`src/design/burh_pkg.sv`:
```
// Shared types and codes for the bounded undo/redo history.
package burh_pkg;

  localparam logic [1:0] OP_INSERT = 2'd0;
  localparam logic [1:0] OP_UNDO   = 2'd1;
  localparam logic [1:0] OP_REDO   = 2'd2;

  localparam logic [1:0] ST_OK      = 2'd0;
  localparam logic [1:0] ST_NO_UNDO = 2'd1;
  localparam logic [1:0] ST_NO_REDO = 2'd2;

  localparam int unsigned CapWidth = 6;
  localparam int unsigned CntWidth = 6;
  localparam int unsigned OutWidth = 32;
  localparam logic [CapWidth-1:0] CapReset = 6'd20;

  typedef enum logic {
    S_IDLE,
    S_RESP
  } state_e;

  typedef struct packed {
    logic exec;      // run the accepted item on the history
    logic load_out;  // move the staged result into the output register
  } cmd_t;

endpackage

```
`src/design/burh_ctrl.sv`:
```
// Controller: input acceptance, result hand-off and output valid.
module burh_ctrl (
  input  logic          clk_i,
  input  logic          rst_ni,
  input  logic          in_valid_i,
  output logic          in_ready_o,
  input  logic          out_ready_i,
  output logic          out_valid_o,
  output burh_pkg::cmd_t cmd_o
);

  burh_pkg::state_e state_q, state_d;
  logic out_valid_q, out_valid_d;

  always_ff @(posedge clk_i or negedge rst_ni) begin
    if (!rst_ni) begin
      state_q     <= burh_pkg::S_IDLE;
      out_valid_q <= 1'b0;
    end else begin
      state_q     <= state_d;
      out_valid_q <= out_valid_d;
    end
  end

  always_comb begin
    state_d        = state_q;
    out_valid_d    = out_valid_q && !out_ready_i;
    cmd_o.exec     = 1'b0;
    cmd_o.load_out = 1'b0;
    in_ready_o     = 1'b0;
    unique case (state_q)
      burh_pkg::S_IDLE: begin
        in_ready_o = 1'b1;
        if (in_valid_i) begin
          cmd_o.exec = 1'b1;
          state_d    = burh_pkg::S_RESP;
        end
      end
      burh_pkg::S_RESP: begin
        // hold the staged result until the output register is free
        if (!out_valid_q || out_ready_i) begin
          cmd_o.load_out = 1'b1;
          out_valid_d    = 1'b1;
          state_d        = burh_pkg::S_IDLE;
        end
      end
      default: state_d = burh_pkg::S_IDLE;
    endcase
  end

  assign out_valid_o = out_valid_q;

endmodule

```
`src/design/burh_dp.sv`:
```
// Datapath: ring pointers, counts, entry memory and the output register.
module burh_dp #(
  parameter int unsigned MAX_DEPTH  = 32,
  parameter int unsigned DATA_WIDTH = 32
) (
  input  logic                             clk_i,
  input  logic                             rst_ni,
  input  burh_pkg::cmd_t                   cmd_i,
  input  logic [1:0]                       opcode_i,
  input  logic [burh_pkg::OutWidth-1:0]    action_word_i,
  input  logic [burh_pkg::CapWidth-1:0]    capacity_i,
  output logic [1:0]                       status_o,
  output logic [burh_pkg::OutWidth-1:0]    returned_action_o,
  output logic [burh_pkg::CntWidth-1:0]    undo_depth_o,
  output logic [burh_pkg::CntWidth-1:0]    redo_depth_o
);

  localparam int unsigned AW = (MAX_DEPTH > 1) ? $clog2(MAX_DEPTH) : 1;
  localparam int unsigned CW = $clog2(MAX_DEPTH + 1);
  localparam int unsigned KW = (CW > burh_pkg::CapWidth) ? CW : burh_pkg::CapWidth;
  localparam int unsigned WW = (DATA_WIDTH > burh_pkg::OutWidth) ? DATA_WIDTH
                                                                 : burh_pkg::OutWidth;
  localparam logic [CW:0] DepthS = (CW + 1)'(MAX_DEPTH);
  localparam logic [KW-1:0] DepthK = KW'(MAX_DEPTH);

  logic [DATA_WIDTH-1:0] mem [MAX_DEPTH];
  logic [DATA_WIDTH-1:0] rdata_q;

  logic [AW-1:0] oldest_q, oldest_d;
  logic [CW-1:0] und_q, und_d;
  logic [CW-1:0] tot_q, tot_d;

  logic [1:0]    stat_q, stat_d;
  logic          rsel_q, rsel_d;

  logic [1:0]                    status_q;
  logic [burh_pkg::OutWidth-1:0] ret_q;
  logic [burh_pkg::CntWidth-1:0] udep_q, rdep_q;

  logic [KW-1:0] cap_k;
  logic [CW-1:0] cap;
  logic [CW-1:0] drop;
  logic [CW-1:0] rd_off;
  logic [AW-1:0] addr;
  logic          wr_en, rd_en;
  logic [WW-1:0] word_ext, rdata_ext;
  logic [KW-1:0] und_k, redo_k;

  function automatic logic [AW-1:0] ring(input logic [AW-1:0] base,
                                         input logic [CW-1:0] off);
    logic [CW:0] s;
    s = (CW + 1)'(base) + (CW + 1)'(off);
    if (s >= DepthS) s = s - DepthS;
    return AW'(s);
  endfunction

  // effective capacity: zero acts as one, saturate at the ring depth
  always_comb begin
    cap_k = KW'(capacity_i);
    if (cap_k == '0) cap_k = KW'(1);
    if (cap_k > DepthK) cap_k = DepthK;
    cap = CW'(cap_k);
  end

  assign drop = und_q - cap + CW'(1);

  always_comb begin
    oldest_d = oldest_q;
    und_d    = und_q;
    tot_d    = tot_q;
    stat_d   = burh_pkg::ST_OK;
    rsel_d   = 1'b0;
    wr_en    = 1'b0;
    rd_en    = 1'b0;
    rd_off   = und_q;
    unique case (opcode_i)
      burh_pkg::OP_INSERT: begin
        wr_en = cmd_i.exec;
        if (und_q >= cap) begin
          oldest_d = ring(oldest_q, drop);
          und_d    = cap;
        end else begin
          und_d = und_q + CW'(1);
        end
        tot_d = und_d;
      end
      burh_pkg::OP_UNDO: begin
        rd_off = und_q - CW'(1);
        if (und_q == '0) begin
          stat_d = burh_pkg::ST_NO_UNDO;
        end else begin
          rd_en  = cmd_i.exec;
          rsel_d = 1'b1;
          und_d  = und_q - CW'(1);
        end
      end
      burh_pkg::OP_REDO: begin
        if (tot_q <= und_q) begin
          stat_d = burh_pkg::ST_NO_REDO;
        end else begin
          rd_en  = cmd_i.exec;
          rsel_d = 1'b1;
          und_d  = und_q + CW'(1);
        end
      end
      default: ;
    endcase
  end

  // the slot after the newest undoable one is also where an insert lands
  assign addr     = ring(oldest_q, rd_off);
  assign word_ext = WW'(action_word_i);

  always_ff @(posedge clk_i) begin
    if (wr_en) mem[addr] <= word_ext[DATA_WIDTH-1:0];
    if (rd_en) rdata_q <= mem[addr];
  end

  always_ff @(posedge clk_i or negedge rst_ni) begin
    if (!rst_ni) begin
      oldest_q <= '0;
      und_q    <= '0;
      tot_q    <= '0;
    end else if (cmd_i.exec) begin
      oldest_q <= oldest_d;
      und_q    <= und_d;
      tot_q    <= tot_d;
    end
  end

  always_ff @(posedge clk_i) begin
    if (cmd_i.exec) begin
      stat_q <= stat_d;
      rsel_q <= rsel_d;
    end
  end

  assign rdata_ext = WW'(rdata_q);
  assign und_k     = KW'(und_q);
  assign redo_k    = KW'(tot_q) - KW'(und_q);

  always_ff @(posedge clk_i) begin
    if (cmd_i.load_out) begin
      status_q <= stat_q;
      ret_q    <= rsel_q ? rdata_ext[burh_pkg::OutWidth-1:0] : '0;
      udep_q   <= und_k[burh_pkg::CntWidth-1:0];
      rdep_q   <= redo_k[burh_pkg::CntWidth-1:0];
    end
  end

  assign status_o          = status_q;
  assign returned_action_o = ret_q;
  assign undo_depth_o      = udep_q;
  assign redo_depth_o      = rdep_q;

endmodule

```
`src/design/bounded_undo_redo_history.sv`:
```
// Top level of the bounded undo/redo history with its register port.
//
// Input stream: tuser carries the opcode (insert, undo, redo), tdata the
// action word. Output stream: tuser carries the status, tdata the returned
// action and the undo and redo depths after the step.
// Each item is handled in the idle state, which updates the pointers and
// writes or reads the entry memory, then in the response state, which moves
// the result into the output register. The next input item is taken in the
// cycle after the previous result moved into the output register; the
// response state waits for the registered read of the entry memory and takes
// no new input item until its result has moved into the output register.
// A result waits in the output register while the receiver stalls, and the
// next item is still taken; its result is held until the register frees.
// Reset empties the history (pointers and counts cleared, no memory sweep) and sets
// the capacity register to 20, which sits at byte address 0 of the register port.
// The user must write it only while the block idles; the block does not enforce it.
module bounded_undo_redo_history #(
  parameter int unsigned MAX_DEPTH  = 32,
  parameter int unsigned DATA_WIDTH = 32
) (
  input  logic        clk_i,
  input  logic        rst_ni,
  input  logic        s_axis_tvalid_i,
  output logic        s_axis_tready_o,
  input  logic [31:0] s_axis_tdata_i,   // [31:0] action_word
  input  logic [1:0]  s_axis_tuser_i,   // [1:0] opcode
  output logic        m_axis_tvalid_o,
  input  logic        m_axis_tready_i,
  output logic [47:0] m_axis_tdata_o,   // [31:0] returned_action, [37:32] undo_depth,
                                        // [43:38] redo_depth, [47:44] zero
  output logic [1:0]  m_axis_tuser_o,   // [1:0] status
  input  logic        psel,
  input  logic        penable,
  input  logic        pwrite,
  input  logic [2:0]  paddr,
  input  logic [31:0] pwdata,
  output logic [31:0] prdata,
  output logic        pready
);

  logic [burh_pkg::CapWidth-1:0] cap_q;
  logic                          cap_sel;
  burh_pkg::cmd_t                cmd;
  logic [1:0]                    status;
  logic [31:0]                   ret;
  logic [burh_pkg::CntWidth-1:0] udep, rdep;

  assign pready  = 1'b1;
  assign cap_sel = (paddr[2] == 1'b0);

  always_ff @(posedge clk_i or negedge rst_ni) begin
    if (!rst_ni) begin
      cap_q <= burh_pkg::CapReset;
    end else if (psel && penable && pwrite && pready && cap_sel) begin
      cap_q <= pwdata[burh_pkg::CapWidth-1:0];
    end
  end

  assign prdata = cap_sel ? {26'd0, cap_q} : 32'd0;

  burh_ctrl u_ctrl (
    .clk_i       (clk_i),
    .rst_ni      (rst_ni),
    .in_valid_i  (s_axis_tvalid_i),
    .in_ready_o  (s_axis_tready_o),
    .out_ready_i (m_axis_tready_i),
    .out_valid_o (m_axis_tvalid_o),
    .cmd_o       (cmd)
  );

  burh_dp #(
    .MAX_DEPTH  (MAX_DEPTH),
    .DATA_WIDTH (DATA_WIDTH)
  ) u_dp (
    .clk_i             (clk_i),
    .rst_ni            (rst_ni),
    .cmd_i             (cmd),
    .opcode_i          (s_axis_tuser_i),
    .action_word_i     (s_axis_tdata_i),
    .capacity_i        (cap_q),
    .status_o          (status),
    .returned_action_o (ret),
    .undo_depth_o      (udep),
    .redo_depth_o      (rdep)
  );

  assign m_axis_tdata_o = {4'd0, rdep, udep, ret};
  assign m_axis_tuser_o = status;

endmodule
```
`config.mk`:
```
export PLATFORM = sky130hd
export DESIGN_NAME = bounded_undo_redo_history
export DESIGN_NICKNAME = d
export VERILOG_FILES = /design/src/design/burh_pkg.sv /design/src/design/burh_ctrl.sv /design/src/design/burh_dp.sv /design/src/design/bounded_undo_redo_history.sv
export SDC_FILE = /design/constraint.sdc
export NUM_CORES = 1
export LEC_CHECK = 0
export BUFFER_PORTS_ARGS = -buffer_cell sky130_fd_sc_hd__buf_2
export CORE_UTILIZATION = 32
export DETAILED_ROUTE_END_ITERATION = 12
export PLACE_DENSITY = 0.55
export SLEW_MARGIN = 25
export SYNTH_ARGS = -nofsm -noshare
export SYNTH_HDL_FRONTEND = slang
export SYNTH_HIERARCHICAL = 1
export SYNTH_SLANG_ARGS = --single-unit
```
`constraint.sdc`:
```
create_clock -name clk_i -period 6.9 [get_ports clk_i]
set_input_delay 0.345 -clock clk_i [delete_from_list [all_inputs] [get_ports clk_i]]
set_output_delay 0.345 -clock clk_i [all_outputs]
set_load 0.05 [all_outputs]
```
==> results.toml <==
[clocking]
clk_path_buf_depth = 3
numCtsBuffers = 113
cts_num_sinks = 1130
tritoncts = "built"
insertion_delay_ps = 760
clockRootBuffer = "clkbuf_16"
postCtsSetupRepairBufs = 0
h-tree-depth = 3
path_clk_slew_ps = 60

[setup_path]
start_kind = "flop"
max_stage_delay_ps = 670
crit_required_ps = 7220
reg2reg_to = "u_dp/mem[17][22]$_DFFE_PP_"
path_depth = 14
crit_fanout = 29
path_delay_family = "buffers and inverters"
arrival_ps = 5670
cp_num_buf_inv = 6
path_class = "flop to flop"
rrSetupSlack_ps = 1560
critPathSlowestCell = "buf_4"
r2r_cells = 14
r2r-start = "u_dp/und_k[0]$_DFFE_PN0P_"
worst_setup_path_end_kind = "flop"
worstPathCellList = "inv_1, ha_1, a21oi_1, inv_1, fa_4, inv_1, a21o_1, a21oi_1, xnor2_2, buf_4, buf_4, nand2_1, nor2_4, buf_4"

[floorplan]
rows = 136
fp.dieH_um = 373.8
core-area_mm2 = 0.1373
ios = 161
initial_core_util = 0.3221
dieArea_mm2 = 0.1397
die_x_um = 373.8

[synth]
synth_cells = 1919
avgSynthCellArea_um2 = 23.05
yosys.area.top_type = "edfxtp_1"
yosys_register_bits = 1130
synth.most_common_cell = "edfxtp_1"
synthArstFlopShare = 0.02212
synth_edf_count = 1105
post-synth-top-area-fraction = 0.7503
synth_area_mm2 = 0.04422
netlist-cell-type-count = 54
ys_warn_count = 6
yosys-top-cells-count = "edfxtp_1, mux4_2, buf_4"
synth_flop_cell = "edfxtp_1"
yosysSeqAreaShare = 0.7645
synthTopCellsByArea = "edfxtp_1, mux4_2, dfrtp_1, mux2_2, ha_1"

[worst_hold_path]
whs_path_depth = 1
worstHoldStart = "s_axis_tdata_i[6]"
min_to = "u_dp/mem[9][6]$_DFFE_PP_"
hold_class = "input pin to flop"

[routing]
viasPerCell = 5.105
wl_per_cell_um = 26.37
totalWireLength_mm = 105.7
ant_nets = 0
routed-via-count = 20450
drt_pass1_iterations = 6
drc = 0
drt_first_iter_violations = 2164

[sta]
setup_tns_ps = 0
finalCriticalPeriod_ps = 5343
finClkSkew_ps = 80.34
timing.fmax_mhz = 187.2
fin_crit_sh = 0.7744
final_hold_viol_count = 0
slew_violations = 0
worst_pin_slew_ps = 1086
finalSetupViolations = 0
slew_headroom = 0.2741
rsz0062_at_grt = "no"

[power]
power_density_mw_per_mm2 = 520.5
switching_share = 0.3353
power_uw = 26750
p_sw_uw = 8969
leakage_uw = 0.01631
p_seq_frac = 0.311
p_clk_frac = 0.241
p_int_uw = 17780
p_comb_frac = 0.449
ir_worst_vdd_mv = 0.6612

[finish]
nets = 2229
synthToLayoutAreaGrowth_pct = 16.19
fin_cells = 4006
drive_gt1_frac = 0.3412

[run]
max-cap-violations = 0

[status]
status = "complete, no violations"

[global_route]
antenna_found_initial = 12
gr-total-overflow = 0
grt_use_total = 0.1520
grt_start_max_net_pins = 110
grt_pass1_wl_mm = 152.4
grt_pass1_vias = 21300

[place]
io_buffers = 101
placed_cells_incl_taps = 3785
globalplace.congestion = 0.7735
dp_hpwl_mm = 58.35
==> stage by stage <==
stage / util / hold WS, ps / area (µm²) / setup slack [ps]
after floorplan: - / 49.41 / 44330 / 1419
after global placement: 0.3447 / 385.3 / 47340 / 1486
after detailed placement: 0.3447 / 407.3 / 47340 / 1528
after CTS: 0.3740 / 16.41 / 51350 / 1624
after global routing: 0.3742 / 47.94 / 51380 / 1430
final: 0.3742 / 62.51 / 51390 / 1557
==> repair_timing <==
item / in CTS / in global routing
endpoints found under the hold margin: 31 / 0
gates resized for setup: 0 / 0
hold buffers: 8 / 0
==> area by class of cell <==
type,instances,area [µm²]
fill,12220,85940
sequential,1130,33810
multi-input combinational,665,10000
clock buffer,130,2913
tap,1794,2245
timing repair buffer,169,1256
clock inverter,80,1021
inverter,36,135.1
antenna,2,5.005
==> worst register-to-register path: stages (launching register included) <==
cell and delay, ps:
dfrtp_1 580, inv_1 270, ha_1 390, a21oi_1 230
inv_1 90, fa_4 460, inv_1 70, a21o_1 110
a21oi_1 100, xnor2_2 160, buf_4 310, buf_4 700
nand2_1 480, nor2_4 390, buf_4 600
==> layer usage <==
layer / wire, µm / track usage / share of wire / vias up
met1: 45020 / 0.2097 / 0.43 / 11100
met4: 2410 / 0.04053 / 0.023 / 12
li1: - / - / - / 8404
met5: 70 / 0 / 0.00066 / -
met2: 50740 / 0.2435 / 0.48 / 770
met3: 7408 / 0.03259 / 0.070 / 165
==> worst max path at each step <==
stage                                    startpoint                    endpoint  slack [ps]
after floorplan           u_dp/und_k[0]$_DFFE_PN0P_    u_dp/mem[9][0]$_DFFE_PP_        1420
after global placement            s_axis_tuser_i[1]  u_dp/mem[25][19]$_DFFE_PP_        1490
after detailed placement          s_axis_tuser_i[1]   u_dp/mem[25][9]$_DFFE_PP_        1530
after CTS                 u_dp/und_k[0]$_DFFE_PN0P_  u_dp/mem[25][31]$_DFFE_PP_        1620
after global routing      u_dp/und_k[0]$_DFFE_PN0P_  u_dp/mem[25][31]$_DFFE_PP_        1430
final                     u_dp/und_k[0]$_DFFE_PN0P_  u_dp/mem[17][22]$_DFFE_PP_        1560
==> power by group through the flow <==
stage	registers [µW]	logic, µW	clock network [µW]
global route	8340	12800	6840
CTS	8310	12200	6590
finish	8310	12000	6440
global placement	8440	12100	0
detailed placement	8450	12200	0
floorplan	8580	8590	0
==> state kept, by name, summed over array words and instances (netlist names), 5 cells and up <==
name                    cells
u_dp/redo_depth_o           6
u_dp/oldest_q               5
u_dp/tot_q                  6
cap_q                       6
u_dp/mem                 1024
u_dp/undo_depth_o           6
u_dp/und_k                  6
u_dp/returned_action_o     32
u_dp/rdata_ext             32
==> cells by family (layout without fill, tap and decap cells) <==
family          Yosys count  after routing  share of synthesized area
other cells               2             33                  0.0001698
simple gates            143            143                    0.01714
flops                  1130           1130                     0.7645
xor+xnor                 23             23                   0.004555
buf+inv                 153            415                    0.01805
compound gates           61             61                   0.008686
fa+ha+maj                38             38                    0.01160
mux                     369            369                     0.1753
==> placed cells by master, fill, tap and decap left out, drive strengths merged, types with 6 or more instances in the layout <==
cell | Yosys | final
nand2b | 6 | 6
clkinvlp | 0 | 7
dfrtp | 23 | 23
mux2 | 44 | 44
o21ai | 19 | 19
clkbuf | 37 | 130
a21oi | 14 | 14
xnor2 | 19 | 19
and2b | 6 | 6
nor2 | 36 | 36
a21o | 6 | 6
ha | 33 | 33
nand3 | 6 | 6
conb | 2 | 31
buf | 80 | 161
and2 | 35 | 35
mux4 | 320 | 320
edfxtp | 1105 | 1105
inv | 33 | 37
nand2 | 29 | 29
bufinv | 0 | 20
clkinv | 3 | 52
dlygate4sd3 | 0 | 8
nor3 | 9 | 9
No activity file was read; power rests on OpenSTA's default activity.
